## config.mk

```make
export PLATFORM = sky130hd
export DESIGN_NAME = varint_sign_magnitude_encoder
export DESIGN_NICKNAME = d
export VERILOG_FILES = /design/src/hw/rtl/vsme_pkg.sv /design/src/hw/rtl/varint_sign_magnitude_encoder.sv /design/src/hw/rtl/vsme_front.sv /design/src/hw/rtl/vsme_queue.sv /design/src/hw/rtl/vsme_back.sv
export VERILOG_INCLUDE_DIRS = /design/src /design/src/hw/rtl
export SDC_FILE = /design/constraint.sdc
export NUM_CORES = 1
export LEC_CHECK = 0
export BUFFER_PORTS_ARGS = -buffer_cell sky130_fd_sc_hd__clkbuf_2
export CAP_MARGIN = 30
export CELL_PAD_IN_SITES_DETAIL_PLACEMENT = 0
export CELL_PAD_IN_SITES_GLOBAL_PLACEMENT = 2
export CORE_AREA = 2 2 163 165
export CTS_BUF_LIST = sky130_fd_sc_hd__clkbuf_16
export DETAILED_ROUTE_END_ITERATION = 6
export DIE_AREA = 0 0 165 167
export PLACE_DENSITY = 0.78
export SLEW_MARGIN = 20
export SYNTH_ARGS = -nofsm -noshare
export SYNTH_HDL_FRONTEND = slang
export SYNTH_SLANG_ARGS = --single-unit
export TNS_END_PERCENT = 100
```

## constraint.sdc

```tcl
create_clock -name aclk -period 7.4 [get_ports aclk]
set_clock_uncertainty 0.15 [all_clocks]
set_input_delay 2.22 -clock aclk [delete_from_list [all_inputs] [get_ports aclk]]
set_output_delay 2.22 -clock aclk [all_outputs]
set_load 0.02 [all_outputs]
```

## src/hw/rtl/varint_sign_magnitude_encoder_macros.svh

```systemverilog
// Assertion macros shared by the varint encoder RTL.
// Included by modules that carry concurrent checks; no other dependencies.
`ifndef VARINT_SIGN_MAGNITUDE_ENCODER_MACROS_SVH
`define VARINT_SIGN_MAGNITUDE_ENCODER_MACROS_SVH

// Same-cycle implication, disabled while reset is asserted
`define VSME_ASSERT_IMPL(label, clk, rstn, ante, cons, msg) \
    label: assert property (@(posedge clk) disable iff (!(rstn)) (ante) |-> (cons)) \
        else $error(msg);

// Next-cycle implication, disabled while reset is asserted
`define VSME_ASSERT_NEXT(label, clk, rstn, ante, cons, msg) \
    label: assert property (@(posedge clk) disable iff (!(rstn)) (ante) |=> (cons)) \
        else $error(msg);

`endif

```

## src/hw/rtl/vsme_pkg.sv

```systemverilog
// Shared types and constants for the varint sign/magnitude encoder.
// No dependencies; imported by every module of the block.
`default_nettype none

package vsme_pkg;

    localparam int VSME_VALUE_W = 64;
    localparam int VSME_OP_W    = 3;
    localparam int VSME_BYTE_W  = 8;
    localparam int VSME_GROUP_W = 7;

    // Default depth of the queue between front and back end
    localparam int VSME_QUEUE_DEPTH = 2;

    // Opcodes
    localparam logic [VSME_OP_W-1:0] VSME_OP_RAW = 3'd0;
    localparam logic [VSME_OP_W-1:0] VSME_OP_U16 = 3'd1;
    localparam logic [VSME_OP_W-1:0] VSME_OP_U32 = 3'd2;
    localparam logic [VSME_OP_W-1:0] VSME_OP_U64 = 3'd3;
    localparam logic [VSME_OP_W-1:0] VSME_OP_S32 = 3'd4;
    localparam logic [VSME_OP_W-1:0] VSME_OP_S64 = 3'd5;

    // Continuation flag and low-group mask of an encoded byte
    localparam logic [VSME_BYTE_W-1:0] VSME_MORE_FLAG  = 8'd128;
    localparam logic [VSME_BYTE_W-1:0] VSME_SEVEN_MASK = 8'd127;

    // One classified item: raw bytes go out once, codes are split in groups
    typedef struct packed {
        logic                    raw;
        logic [VSME_VALUE_W-1:0] code;
    } vsme_cmd_t;

endpackage

`default_nettype wire

```

## src/hw/rtl/varint_sign_magnitude_encoder.sv

```systemverilog
// Varint encoder with signed sign/magnitude folding, top level.
// Depends on vsme_pkg, vsme_front, vsme_queue and vsme_back.
//
// Each input transaction carries an opcode in s_tuser and a 64-bit operand
// in s_tdata; the block returns the operand's LEB128-style encoding as one
// byte per output transaction, bit 7 set on every byte but the final one,
// which is flagged by m_tlast. Raw bytes pass as one byte; signed kinds are
// folded to (magnitude << 1) | sign at the operand width; opcodes 6 and 7
// are accepted and produce nothing. An item has 1 to 10 bytes; the back-end
// serializer emits one byte per cycle unless m_tready stalls it, and the front
// end classifies one item per cycle while the queue is not full, into a
// QueueDepth-entry queue, so input is accepted while earlier items are still
// being sent. Each item passes from the queue to the serializer's command register.
`default_nettype none

module varint_sign_magnitude_encoder
    import vsme_pkg::*;
#(
    parameter int QueueDepth = VSME_QUEUE_DEPTH
) (
    input  wire logic                    aclk,
    input  wire logic                    aresetn,
    input  wire logic                    s_tvalid,
    output logic                         s_tready,
    input  wire logic [VSME_VALUE_W-1:0] s_tdata,  // [63:0] value
    input  wire logic [VSME_OP_W-1:0]    s_tuser,  // [2:0] opcode
    output logic                         m_tvalid,
    input  wire logic                    m_tready,
    output logic [VSME_BYTE_W-1:0]       m_tdata,  // [7:0] out_byte
    output logic                         m_tlast
);

    logic      q_full;
    logic      q_push;
    logic      q_pop;
    logic      q_not_empty;
    vsme_cmd_t q_in;
    vsme_cmd_t q_out;

    vsme_front u_front (
        .aresetn  (aresetn),
        .s_tvalid (s_tvalid),
        .s_tready (s_tready),
        .s_tdata  (s_tdata),
        .s_tuser  (s_tuser),
        .q_full   (q_full),
        .q_push   (q_push),
        .q_data   (q_in)
    );

    vsme_queue #(
        .Depth (QueueDepth)
    ) u_queue (
        .aclk      (aclk),
        .aresetn   (aresetn),
        .push      (q_push),
        .push_data (q_in),
        .full      (q_full),
        .pop       (q_pop),
        .pop_data  (q_out),
        .not_empty (q_not_empty)
    );

    vsme_back u_back (
        .aclk     (aclk),
        .aresetn  (aresetn),
        .q_valid  (q_not_empty),
        .q_data   (q_out),
        .q_pop    (q_pop),
        .m_tvalid (m_tvalid),
        .m_tready (m_tready),
        .m_tdata  (m_tdata),
        .m_tlast  (m_tlast)
    );

endmodule

`default_nettype wire

```

## src/hw/rtl/vsme_front.sv

```systemverilog
// Front end: accepts input transactions and folds each known opcode into an unsigned code.
// Depends on vsme_pkg; feeds vsme_queue.
`default_nettype none

module vsme_front
    import vsme_pkg::*;
(
    input  wire logic                    aresetn,
    input  wire logic                    s_tvalid,
    output logic                         s_tready,
    input  wire logic [VSME_VALUE_W-1:0] s_tdata,  // [63:0] value
    input  wire logic [VSME_OP_W-1:0]    s_tuser,  // [2:0] opcode
    input  wire logic                    q_full,
    output logic                         q_push,
    output vsme_cmd_t                    q_data
);

    logic                    keep;
    logic                    sign32;
    logic                    sign64;
    logic [31:0]             mag32;
    logic [VSME_VALUE_W-1:0] mag64;

    // Magnitudes of the signed kinds
    assign sign32 = s_tdata[31];
    assign sign64 = s_tdata[VSME_VALUE_W-1];
    assign mag32  = sign32 ? (32'd0 - s_tdata[31:0]) : s_tdata[31:0];
    assign mag64  = sign64 ? ({VSME_VALUE_W{1'b0}} - s_tdata) : s_tdata;

    // Classify by opcode; unknown opcodes are taken and dropped
    always_comb begin
        keep        = 1'b1;
        q_data.raw  = 1'b0;
        q_data.code = '0;
        case (s_tuser)
            VSME_OP_RAW: begin
                q_data.raw  = 1'b1;
                q_data.code = {56'd0, s_tdata[7:0]};
            end
            VSME_OP_U16: q_data.code = {48'd0, s_tdata[15:0]};
            VSME_OP_U32: q_data.code = {32'd0, s_tdata[31:0]};
            VSME_OP_U64: q_data.code = s_tdata;
            VSME_OP_S32: q_data.code = {32'd0, mag32[30:0], sign32};
            VSME_OP_S64: q_data.code = {mag64[VSME_VALUE_W-2:0], sign64};
            default: keep = 1'b0;
        endcase
    end

    assign s_tready = aresetn & ~q_full;
    assign q_push   = s_tvalid & s_tready & keep;

endmodule

`default_nettype wire

```

## src/hw/rtl/vsme_queue.sv

```systemverilog
// Short FIFO of classified commands between the front and back ends.
// Depends on vsme_pkg for the command type.
`default_nettype none

module vsme_queue
    import vsme_pkg::*;
#(
    parameter int Depth = VSME_QUEUE_DEPTH
) (
    input  wire logic      aclk,
    input  wire logic      aresetn,
    input  wire logic      push,
    input  vsme_cmd_t      push_data,
    output logic           full,
    input  wire logic      pop,
    output vsme_cmd_t      pop_data,
    output logic           not_empty
);

    localparam int AW = (Depth > 1) ? $clog2(Depth) : 1;
    localparam int CW = $clog2(Depth + 1);

    vsme_cmd_t         entry_reg [Depth];
    logic [AW-1:0]     wr_ptr_reg;
    logic [AW-1:0]     wr_ptr_next;
    logic [AW-1:0]     rd_ptr_reg;
    logic [AW-1:0]     rd_ptr_next;
    logic [CW-1:0]     count_reg;
    logic [CW-1:0]     count_next;

    assign full      = (count_reg == CW'(Depth));
    assign not_empty = (count_reg != '0);
    assign pop_data  = entry_reg[rd_ptr_reg];

    // Pointer and fill count update
    always_comb begin
        wr_ptr_next = wr_ptr_reg;
        rd_ptr_next = rd_ptr_reg;
        count_next  = count_reg;
        if (push) begin
            wr_ptr_next = (wr_ptr_reg == AW'(Depth - 1)) ? '0 : wr_ptr_reg + 1'b1;
        end
        if (pop) begin
            rd_ptr_next = (rd_ptr_reg == AW'(Depth - 1)) ? '0 : rd_ptr_reg + 1'b1;
        end
        case ({push, pop})
            2'b10:   count_next = count_reg + 1'b1;
            2'b01:   count_next = count_reg - 1'b1;
            default: count_next = count_reg;
        endcase
    end

    always_ff @(posedge aclk) begin
        if (!aresetn) begin
            wr_ptr_reg <= '0;
            rd_ptr_reg <= '0;
            count_reg  <= '0;
        end else begin
            wr_ptr_reg <= wr_ptr_next;
            rd_ptr_reg <= rd_ptr_next;
            count_reg  <= count_next;
        end
    end

    // Entry storage, no reset needed
    always_ff @(posedge aclk) begin
        if (push) begin
            entry_reg[wr_ptr_reg] <= push_data;
        end
    end

endmodule

`default_nettype wire

```

## src/hw/rtl/vsme_back.sv

```systemverilog
// Back end: sends each queued code, raw bytes whole and others in 7-bit groups,
// one byte a cycle unless stalled. Depends on vsme_pkg and the assertion macros.
`default_nettype none
`include "varint_sign_magnitude_encoder_macros.svh"

module vsme_back
    import vsme_pkg::*;
(
    input  wire logic                   aclk,
    input  wire logic                   aresetn,
    input  wire logic                   q_valid,
    input  vsme_cmd_t                   q_data,
    output logic                        q_pop,
    output logic                        m_tvalid,
    input  wire logic                   m_tready,
    output logic [VSME_BYTE_W-1:0]      m_tdata,  // [7:0] out_byte
    output logic                        m_tlast
);

    logic                   busy_reg;
    logic                   busy_next;
    vsme_cmd_t              cmd_reg;
    vsme_cmd_t              cmd_next;
    logic                   m_valid_reg;
    logic                   m_valid_next;
    logic [VSME_BYTE_W-1:0] m_data_reg;
    logic [VSME_BYTE_W-1:0] m_data_next;
    logic                   m_last_reg;
    logic                   m_last_next;

    logic                   out_free;
    logic                   advance;
    logic                   cur_last;
    logic [VSME_BYTE_W-1:0] cur_byte;

    // Current byte: final when raw or nothing above the low group remains
    assign cur_last = cmd_reg.raw | (cmd_reg.code[VSME_VALUE_W-1:VSME_GROUP_W] == '0);
    assign cur_byte = cur_last ? cmd_reg.code[VSME_BYTE_W-1:0]
                               : ((cmd_reg.code[VSME_BYTE_W-1:0] & VSME_SEVEN_MASK)
                                  | VSME_MORE_FLAG);

    assign out_free = ~m_valid_reg | m_tready;
    assign advance  = busy_reg & out_free;
    assign q_pop    = q_valid & (~busy_reg | (advance & cur_last));

    // Serializer and output register
    always_comb begin
        busy_next    = busy_reg;
        cmd_next     = cmd_reg;
        m_valid_next = m_valid_reg;
        m_data_next  = m_data_reg;
        m_last_next  = m_last_reg;
        if (advance) begin
            m_valid_next = 1'b1;
            m_data_next  = cur_byte;
            m_last_next  = cur_last;
            if (cur_last) begin
                busy_next = 1'b0;
            end else begin
                cmd_next.code = cmd_reg.code >> VSME_GROUP_W;
            end
        end else if (m_tready) begin
            m_valid_next = 1'b0;
        end
        if (q_pop) begin
            busy_next = 1'b1;
            cmd_next  = q_data;
        end
    end

    always_ff @(posedge aclk) begin
        if (!aresetn) begin
            busy_reg    <= 1'b0;
            m_valid_reg <= 1'b0;
        end else begin
            busy_reg    <= busy_next;
            m_valid_reg <= m_valid_next;
        end
    end

    always_ff @(posedge aclk) begin
        cmd_reg    <= cmd_next;
        m_data_reg <= m_data_next;
        m_last_reg <= m_last_next;
    end

    assign m_tvalid = m_valid_reg;
    assign m_tdata  = m_data_reg;
    assign m_tlast  = m_last_reg;

    // Checks
    `VSME_ASSERT_NEXT(a_more_keeps_busy, aclk, aresetn, advance && !cur_last, busy_reg, "serializer stopped before the final byte")
    `VSME_ASSERT_IMPL(a_more_flag_set, aclk, aresetn, m_valid_reg && !m_last_reg, m_data_reg[VSME_BYTE_W-1], "non-final byte lacks continuation flag")
    `VSME_ASSERT_NEXT(a_pop_loads_busy, aclk, aresetn, q_pop, busy_reg, "popped command was not loaded")
    `VSME_ASSERT_IMPL(a_pop_only_free, aclk, aresetn, q_pop && busy_reg, advance && cur_last, "pop while current code still has bytes")

endmodule

`default_nettype wire

```

== Word-level counts from Yosys, hierarchy flattened ==
Memory sizes are Yosys's and may differ from the RTL's. A register that Yosys moved wholly into a read port is not among the register bits.
Index checks and enable logic that the tools add are counted.

* Flip-flop bits (word level): 80
* Output and inout port bits: 11
* Bits in writable memories: 130
* Memories kept: 1
* Word-level logic and storage cells: 68

{| class="wikitable"
|+ Memories
! name !! depth !! width !! rd ports !! clocked after Yosys merged registers in !! wr ports !! line !! text
|-
| u_queue.entry_reg || 2 || 65 || 1 || 1 || 1 || vsme_queue.sv:23 || <nowiki>vsme_cmd_t entry_reg [Depth];</nowiki>
|}

* Equality and inequality tests: 9
* Muxes and demuxes: 20
* Reductions and logical operators: 10
* $add $sub $neg: 6
* Bitwise logic cells: 12

{| class="wikitable"
|+ Operators with widths
! kind !! number
|-
| 64-bit case mux with 6 select lines || 1
|-
| 64-bit 2-to-1 mux || 3
|-
| 63-bit 2-to-1 mux || 1
|-
| 1-bit by 63-bit subtractor with 63-bit output (first input constant) || 1
|-
| 57-bit zero test || 1
|-
| 31-bit 2-to-1 mux || 1
|-
| 1-bit by 31-bit subtractor with 31-bit output (first input constant) || 1
|-
| 1-bit 2-to-1 mux || 13
|-
| 2-bit nonzero test || 5
|-
| 1-bit bitwise AND || 6
|-
| 3-bit by 2-bit == test with 1-bit output (second input constant) || 2
|-
| 3-bit == test (second input constant) || 2
|-
| 6-bit OR reduction || 1
|-
| 2-bit == test (second input constant) || 2
|-
| 2-bit case mux with 2 select lines || 1
|-
| 2-bit AND reduction || 2
|-
| 3-bit by 1-bit == test with 1-bit output (second input constant) || 1
|-
| 3-bit zero test || 1
|-
| 1-bit NOT || 3
|-
| 1-bit OR || 3
|-
| 1-bit adder (second input constant) || 2
|-
| 2-bit by 1-bit adder with 2-bit output (second input constant) || 1
|-
| 2-bit by 1-bit == test with 1-bit output (second input constant) || 1
|-
| 2-bit != test (second input constant) || 1
|-
| 2-bit by 1-bit subtractor with 2-bit output (second input constant) || 1
|}

== Longest topological paths before layout ==
Gate-level depths: netlist (run 1).

* Depth in word-level cells: 8
* Depth in mapped cells: 12

== Hierarchy ==
Synthesis (run 1) repeated with hierarchy kept, for this count alone.

* Cells, all modules: 771
* Area, all modules: 10408.7 µm²

{| class="wikitable"
|+ Modules (own cells, without submodules)
! module !! cells each !! area each (µm²) !! instances
|-
| vsme_queue || 224 || 4902.2 || 1
|-
| vsme_back || 181 || 3211.8 || 1
|-
| vsme_front || 366 || 2294.7 || 1
|}

== Least setup slack after synthesis (run 1) ==
Ideal clock, no wire load.

* Path kind: input to register
* Start point: input port aresetn
* End point: memory u_queue.entry_reg[0][0] in the netlist's numbering (enable)
* Data arrival time: 5.878 ns
* Stages: 3
* Buffers on the path: 0
* Library setup time: 0.490 ns
* Path slack: 0.882 ns
* Path through: a21boi_0 > nand3_1 > nor2_1

* Word-level cells in the longest chain between the ends: 5

{| class="wikitable"
|+ Ends and longest elaborated chain
! item !! line !! text
|-
| start: declaration || varint_sign_magnitude_encoder.sv:22 || <nowiki>input wire logic aresetn,</nowiki>
|-
| 1-bit bitwise AND || vsme_front.sv:49 || <nowiki>assign s_tready = aresetn & ~q_full;</nowiki>
|-
| 1-bit bitwise AND (2 in a row) || vsme_front.sv:50 || <nowiki>assign q_push = s_tvalid & s_tready & keep;</nowiki>
|-
| 1-bit 2-to-1 mux || vsme_queue.sv:67 || <nowiki>if (push) begin</nowiki>
|-
| 1-bit 2-to-1 mux (not written as such) || vsme_queue.sv:68 || <nowiki>entry_reg[wr_ptr_reg] <= push_data;</nowiki>
|-
| end: declaration || vsme_queue.sv:23 ||
|}

No other way between the ends.

== Worst setup path after layout (run 1) ==
* Start point: input port aresetn
* End point: output port s_tready

* Word-level cells in the longest chain between the ends: 1

{| class="wikitable"
|+ Ends and longest elaborated chain
! item !! line !! text
|-
| 1-bit bitwise AND || vsme_front.sv:49 ||
|-
| end: declaration || varint_sign_magnitude_encoder.sv:24 || <nowiki>output logic s_tready,</nowiki>
|}

No other way between the ends.

==> results.yml, run 1 <==
yosys:
  yosysWarnings: 0
  async_reset_ff_frac: 0
  synth-seq-area-share: 0.619
  yosys.area.top_type: "edfxtp_1"
  synthTopCellsByArea: "edfxtp_1 61%, o21ai_0 8.7%, mux2i_1 6.4%, xor2_1 3.5%, nand2_1 2.4%"
  yosysTopAreaCellShare: 0.605
  postSynthAreaPerCell_sq_um: 12.1
  synth.net_count: 913
  synthTopCellsByCount: "204 x edfxtp_1, 176 x o21ai_0, 66 x nand2_1"
  synth_seq_cells: 211
  synth_ff_type: "edfxtp_1"
  synthDistinctLibCells: 46
  synth_cells: 840
  yosysMostFrequentCell: "edfxtp_1"
  synth-edff-count: 204
  syn_area_sq_um: 10100
worst_setup_path:
  crit_type: "in -> out"
  timing.rr.start: "u_back.cmd_reg[42]$_DFFE_PP_"
  cp.arrival_ns: 2.98
  critPathRequiredTime_ns: 5.03
  end_kind: "primary output"
  slowest_delay_ns: 0.36
  critical_path.startpoint: "aresetn"
  startpoint_type: "primary input"
  crit_fanout: 8
  slowest_stage: "a21boi_0"
  cpMostUsedCell: "clkbuf_2"
  path_cells: "clkbuf_2 -> a21boi_0 -> clkbuf_2"
layout:
  design_area_sq_um: 11700
  area_delta_synth_final_pct: 16.0
  largest_reg_flops: 130
  antenna_cells: 0
  layout-drive-gt1-share: 0.164
  nNetsFinal: 982
  fillers: 2377
  postLayoutCoreUtil: 0.456
power:
  peakVddDrop_mv: 0.249
  power_density_nw_per_um2: 348
  power_leakage_nw: 3.94
clocking:
  ctsResizeCount: 0
  h-tree-depth: 1
  tritoncts: "built"
  path_clk_slew_ns: 0.06
  numCtsBuffers: 22
  clock_sinks: 211
  cts_setup_buffers: 0
  max-clock-path-buffers: 3
  cts_root_buf: "clkbuf_16"
  clk_latency_ns: 0.51
  cts_hold_buffers: 0
sta:
  fmax_ghz: 0.187
  worstMarginPinSlew_ns: 0.993
  hold_viol: 0
  whs_ns: 0.271
  finalCritPeriodShare: 0.724
  setup_viol: 0
  tns_ns: 0
  min_period_ns: 5.35
  relSlewSlack: 0.338
  rsz0062_at_grt: "false"
  drv_slew: 0
run_status:
  status: "completed"
worst_hold_path:
  worstHoldStart: "u_back.cmd_reg[4]$_DFFE_PP_"
  hp-class: "reg -> reg"
die:
  pin_count: 82
  die_x_um: 165
  die_h_um: 167
  die-area_sq_um: 27600
  rows: 59
  initial_core_util: 0.393
  core_sq_um: 25800
route:
  viasPerCell: 5.39
  drc_errors: 0
  dr.pass1.iters: 5
  drt_iter0_drc: 522
  wl_per_cell_um: 18.9
  drt_wl_total_mm: 23.8
  vias: 6792
  ant_nets: 0
place:
  postPlaceCellArea_sq_um: 10900
  dp_hpwl_mm: 15.9
  numPortBuffers: 81
  gp_congestion: 0.783
grt:
  first_global_vias: 6594
  grt_max_degree: 66
  grt_pass1_wl_mm: 37.7
  grt_overflow: 0
  grt_util_all_layers: 0.175
  antenna_found_initial: 0
flow_run:
  cap_violations: 0
==> worst max-delay path: cells and delay by family <==
family	cells	cell delay, ns
buffers and inverters	2	0.40
AOI/OAI and AO/OA	1	0.36
==> area by class of cell <==
class | count | area, sq um | area share
well taps | 335 | 419 | 0.0357
clock inverters | 18 | 243 | 0.0207
multi-input cells | 564 | 3660 | 0.312
flip-flops and latches | 211 | 6270 | 0.534
inverters | 15 | 56.3 | 0.00479
clock buffers | 22 | 551 | 0.0469
repair buffers | 95 | 546 | 0.0464
==> layout by cell type, fill, tap and decap left out, types with 13 or more instances in the layout <==
cell type  synthesis  layout
o21ai_1           13      13
inv_1             15      18
nor2_1            27      24
nand2_1           66      66
clkbuf_2           0      81
xnor2_1           20      20
edfxtp_1         204     204
o21ai_0          176     175
nor3_1            13      13
xor2_1            40      40
mux2i_1           65      65
nor4_1            16      15
clkbuf_16          0      22
==> kinds of logic (layout without fill, tap and decap cells) <==
logic type,Yosys count,count (layout),synth area share
flops,211,211,0.619
fa+ha+maj,2,2,0.00247
compound gates,247,247,0.140
simple gates,188,188,0.0962
mux,67,67,0.0665
xor+xnor,60,60,0.0519
buf+inv,65,150,0.0243
==> final timing paths <==
kind	end	slack, ns	cells past startpoint
min	u_back.m_tdata[4]$_DFFE_PP_	0.27	0
max	s_tready	2.05	3
max reg2reg	u_queue.count_reg[1]$_SDFFE_PN0P_	3.93	10
min reg2reg	u_back.m_tdata[4]$_DFFE_PP_	0.27	0
==> metal layers <==
layer / part of all wire / GRT usage / vias up
met5: 0 / 0 / -
met4: 0.017 / 0.0495 / 0
met3: 0.050 / 0.0227 / 30
met2: 0.42 / 0.242 / 185
met1: 0.51 / 0.283 / 3251
li1: - / - / 3326
==> per-stage QoR <==
step | worst slack [ns] | total power [mW] | cells
floorplan | 0.882 | 2.58 | 840
global placement | 1.80 | 2.90 | 1216
detailed placement | 1.79 | 2.92 | 1218
CTS | 2.00 | 4.12 | 1258
global route | 1.94 | 4.33 | 1260
finish | 2.05 | 4.09 | 1260
==> report_power, final <==
part | switching, mW | leakage [nW] | total [mW] | internal [mW]
sequential | 0.139 | 1.98 | 1.91 | 1.77
clock | 0.442 | 0.401 | 1.19 | 0.751
combinational | 0.669 | 1.56 | 0.986 | 0.317
(Power assumes the default switching activity.)
==> run 2, diff against run 1 <==
- CORE_AREA: 2 2 163 165 -> 2 2 169 171
- DIE_AREA: 0 0 165 167 -> 0 0 171 173
- PLACE_DENSITY: 0.78 -> 0.76
- clock period: 7.4 -> 4.4 ns (I/O delays scaled with it)
==> results.yml, run 2 (synthesized netlist as in run 1, its figures left out) <==
run_status:
  status: "completed"
route:
  wl_per_cell_um: 18.6
  drt_iter0_drc: 579
  viasPerCell: 5.19
  drc_errors: 0
  drt_wl_total_mm: 24.5
  ant_nets: 0
  dr.pass1.iters: 5
  vias: 6836
die:
  rows: 61
  core_sq_um: 27600
  die_h_um: 173
  initial_core_util: 0.366
  pin_count: 82
  die_x_um: 171
  die-area_sq_um: 29600
sta:
  finalCritPeriodShare: 0.815
  drv_slew: 0
  tns_ns: 0
  relSlewSlack: 0.434
  fmax_ghz: 0.279
  setup_viol: 0
  min_period_ns: 3.58
  rsz0062_at_grt: "false"
  worst_slack_ns: 0.816
  worstMarginPinSlew_ns: 0.848
  hold_viol: 0
place:
  gp_congestion: 0.803
  pre_cts_ws_ns: 0.298
  dp_hpwl_mm: 16.3
  numPortBuffers: 81
worst_hold_path:
  hold_depth: 0
  whs_endpoint: "u_back.m_tdata[5]$_DFFE_PP_"
  worstHoldStart: "u_back.cmd_reg[5]$_DFFE_PP_"
  hp-class: "reg -> reg"
grt:
  grt_pass1_wl_mm: 38.0
  grt_util_all_layers: 0.164
  grt_overflow: 0
  antenna_found_initial: 0
  first_global_vias: 6498
  grt_max_degree: 67
worst_setup_path:
  end_kind: "primary output"
  reg2regPathDepth: 9
  timing.rr.start: "u_back.cmd_reg[42]$_DFFE_PP_"
  crit_fanout: 8
  slowest_delay_ns: 0.37
  reg2reg_to: "u_queue.count_reg[1]$_SDFFE_PN0P_"
  cpMostUsedCell: "clkbuf_2"
  startpoint_type: "primary input"
  cp.arrival_ns: 2.11
  r2r_slack_ns: 1.05
  slowest_stage: "a21boi_0"
  crit_type: "in -> out"
  critPathRequiredTime_ns: 2.93
  path_cells: "clkbuf_2 -> a21boi_0 -> clkbuf_2"
  crit_family: "buffers and inverters"
  path_buf_inv: 2
clocking:
  cts_root_buf: "clkbuf_16"
  h-tree-depth: 1
  ctsResizeCount: 0
  tritoncts: "built"
  cts_setup_buffers: 0
  max-clock-path-buffers: 3
  cts_hold_buffers: 0
  path_clk_slew_ns: 0.06
  clk_latency_ns: 0.51
  numCtsBuffers: 23
  clock_sinks: 211
layout:
  nNetsFinal: 994
  antenna_cells: 0
  mostFrequentLayoutCells: "204 x edfxtp_1, 175 x o21ai_0, 81 x clkbuf_2"
  final_common_cell: "edfxtp_1"
  largest_reg_flops: 130
  fillers: 2662
  area_delta_synth_final_pct: 17.0
  layout-drive-gt1-share: 0.178
power:
  peakVddDrop_mv: 0.431
  power_density_nw_per_um2: 572
  power_leakage_nw: 3.97
flow_run:
  cap_violations: 0
==> run 2: changes by cell type in the layout (fill, tap and decap cells not counted), sizes merged <==
cell      change
clkinvlp      +1
clkinv        +3
clkbuf        +1
buf          +11
bufinv        -3
==> run 2: where the power goes <==
group	switching, mW	leakage [nW]	internal (mW)
sequential	0.235	1.98	2.98
clock	0.773	0.379	1.13
combinational	1.13	1.61	0.520
total	2.14	3.97	4.64
==> run 2: routing by layer <==
| layer | vias up | share of wire | global-route usage |
|---|---|---|---|
| met4 | 0 | 0.013 | 0.0357 |
| met2 | 153 | 0.43 | 0.239 |
| met3 | 26 | 0.045 | 0.0183 |
| met5 | - | 0 | 0 |
| li1 | 3339 | - | - |
| met1 | 3318 | 0.51 | 0.262 |
==> run 2: area by class of cell <==
cell class	instances	area [sq um]	area share
inverter	15	56.3	0.00475
sequential	211	6270	0.529
clock buffer	23	576	0.0486
timing repair buffer	106	638	0.0539
clock inverter	19	176	0.0149
tap	378	473	0.0399
multi-input combinational	564	3650	0.309
==> run 2: worst max-delay path by stage <==
stage                     from                                  to  slack [ns]  cells after the start
CTS                    aresetn                            s_tready        0.81                      3
global route        s_tdata[0]  u_queue.entry_reg[1][61]$_DFFE_PP_        0.64                     10
floorplan              aresetn   u_queue.entry_reg[0][0]$_DFFE_PP_       -0.16                      3
finish                 aresetn                            s_tready        0.82                      3
global placement    s_tdata[9]  u_queue.entry_reg[1][63]$_DFFE_PP_        0.35                      7
detailed placement  s_tdata[9]  u_queue.entry_reg[1][63]$_DFFE_PP_        0.30                      7
==> run 2: through the flow <==
step           hold slack [ns]  power [mW]  area, sq um  std cells  utilization
2_1_floorplan            0.250        4.31        10100        840            -
3_3_place_gp             0.254        4.90        11100       1273        0.400
3_5_place_dp             0.255        4.92        11100       1273        0.400
4_1_cts                  0.268        6.83        11800       1315        0.428
5_1_grt                  0.275        7.16        11800       1316        0.429
6_report                 0.268        6.78        11800       1316        0.429
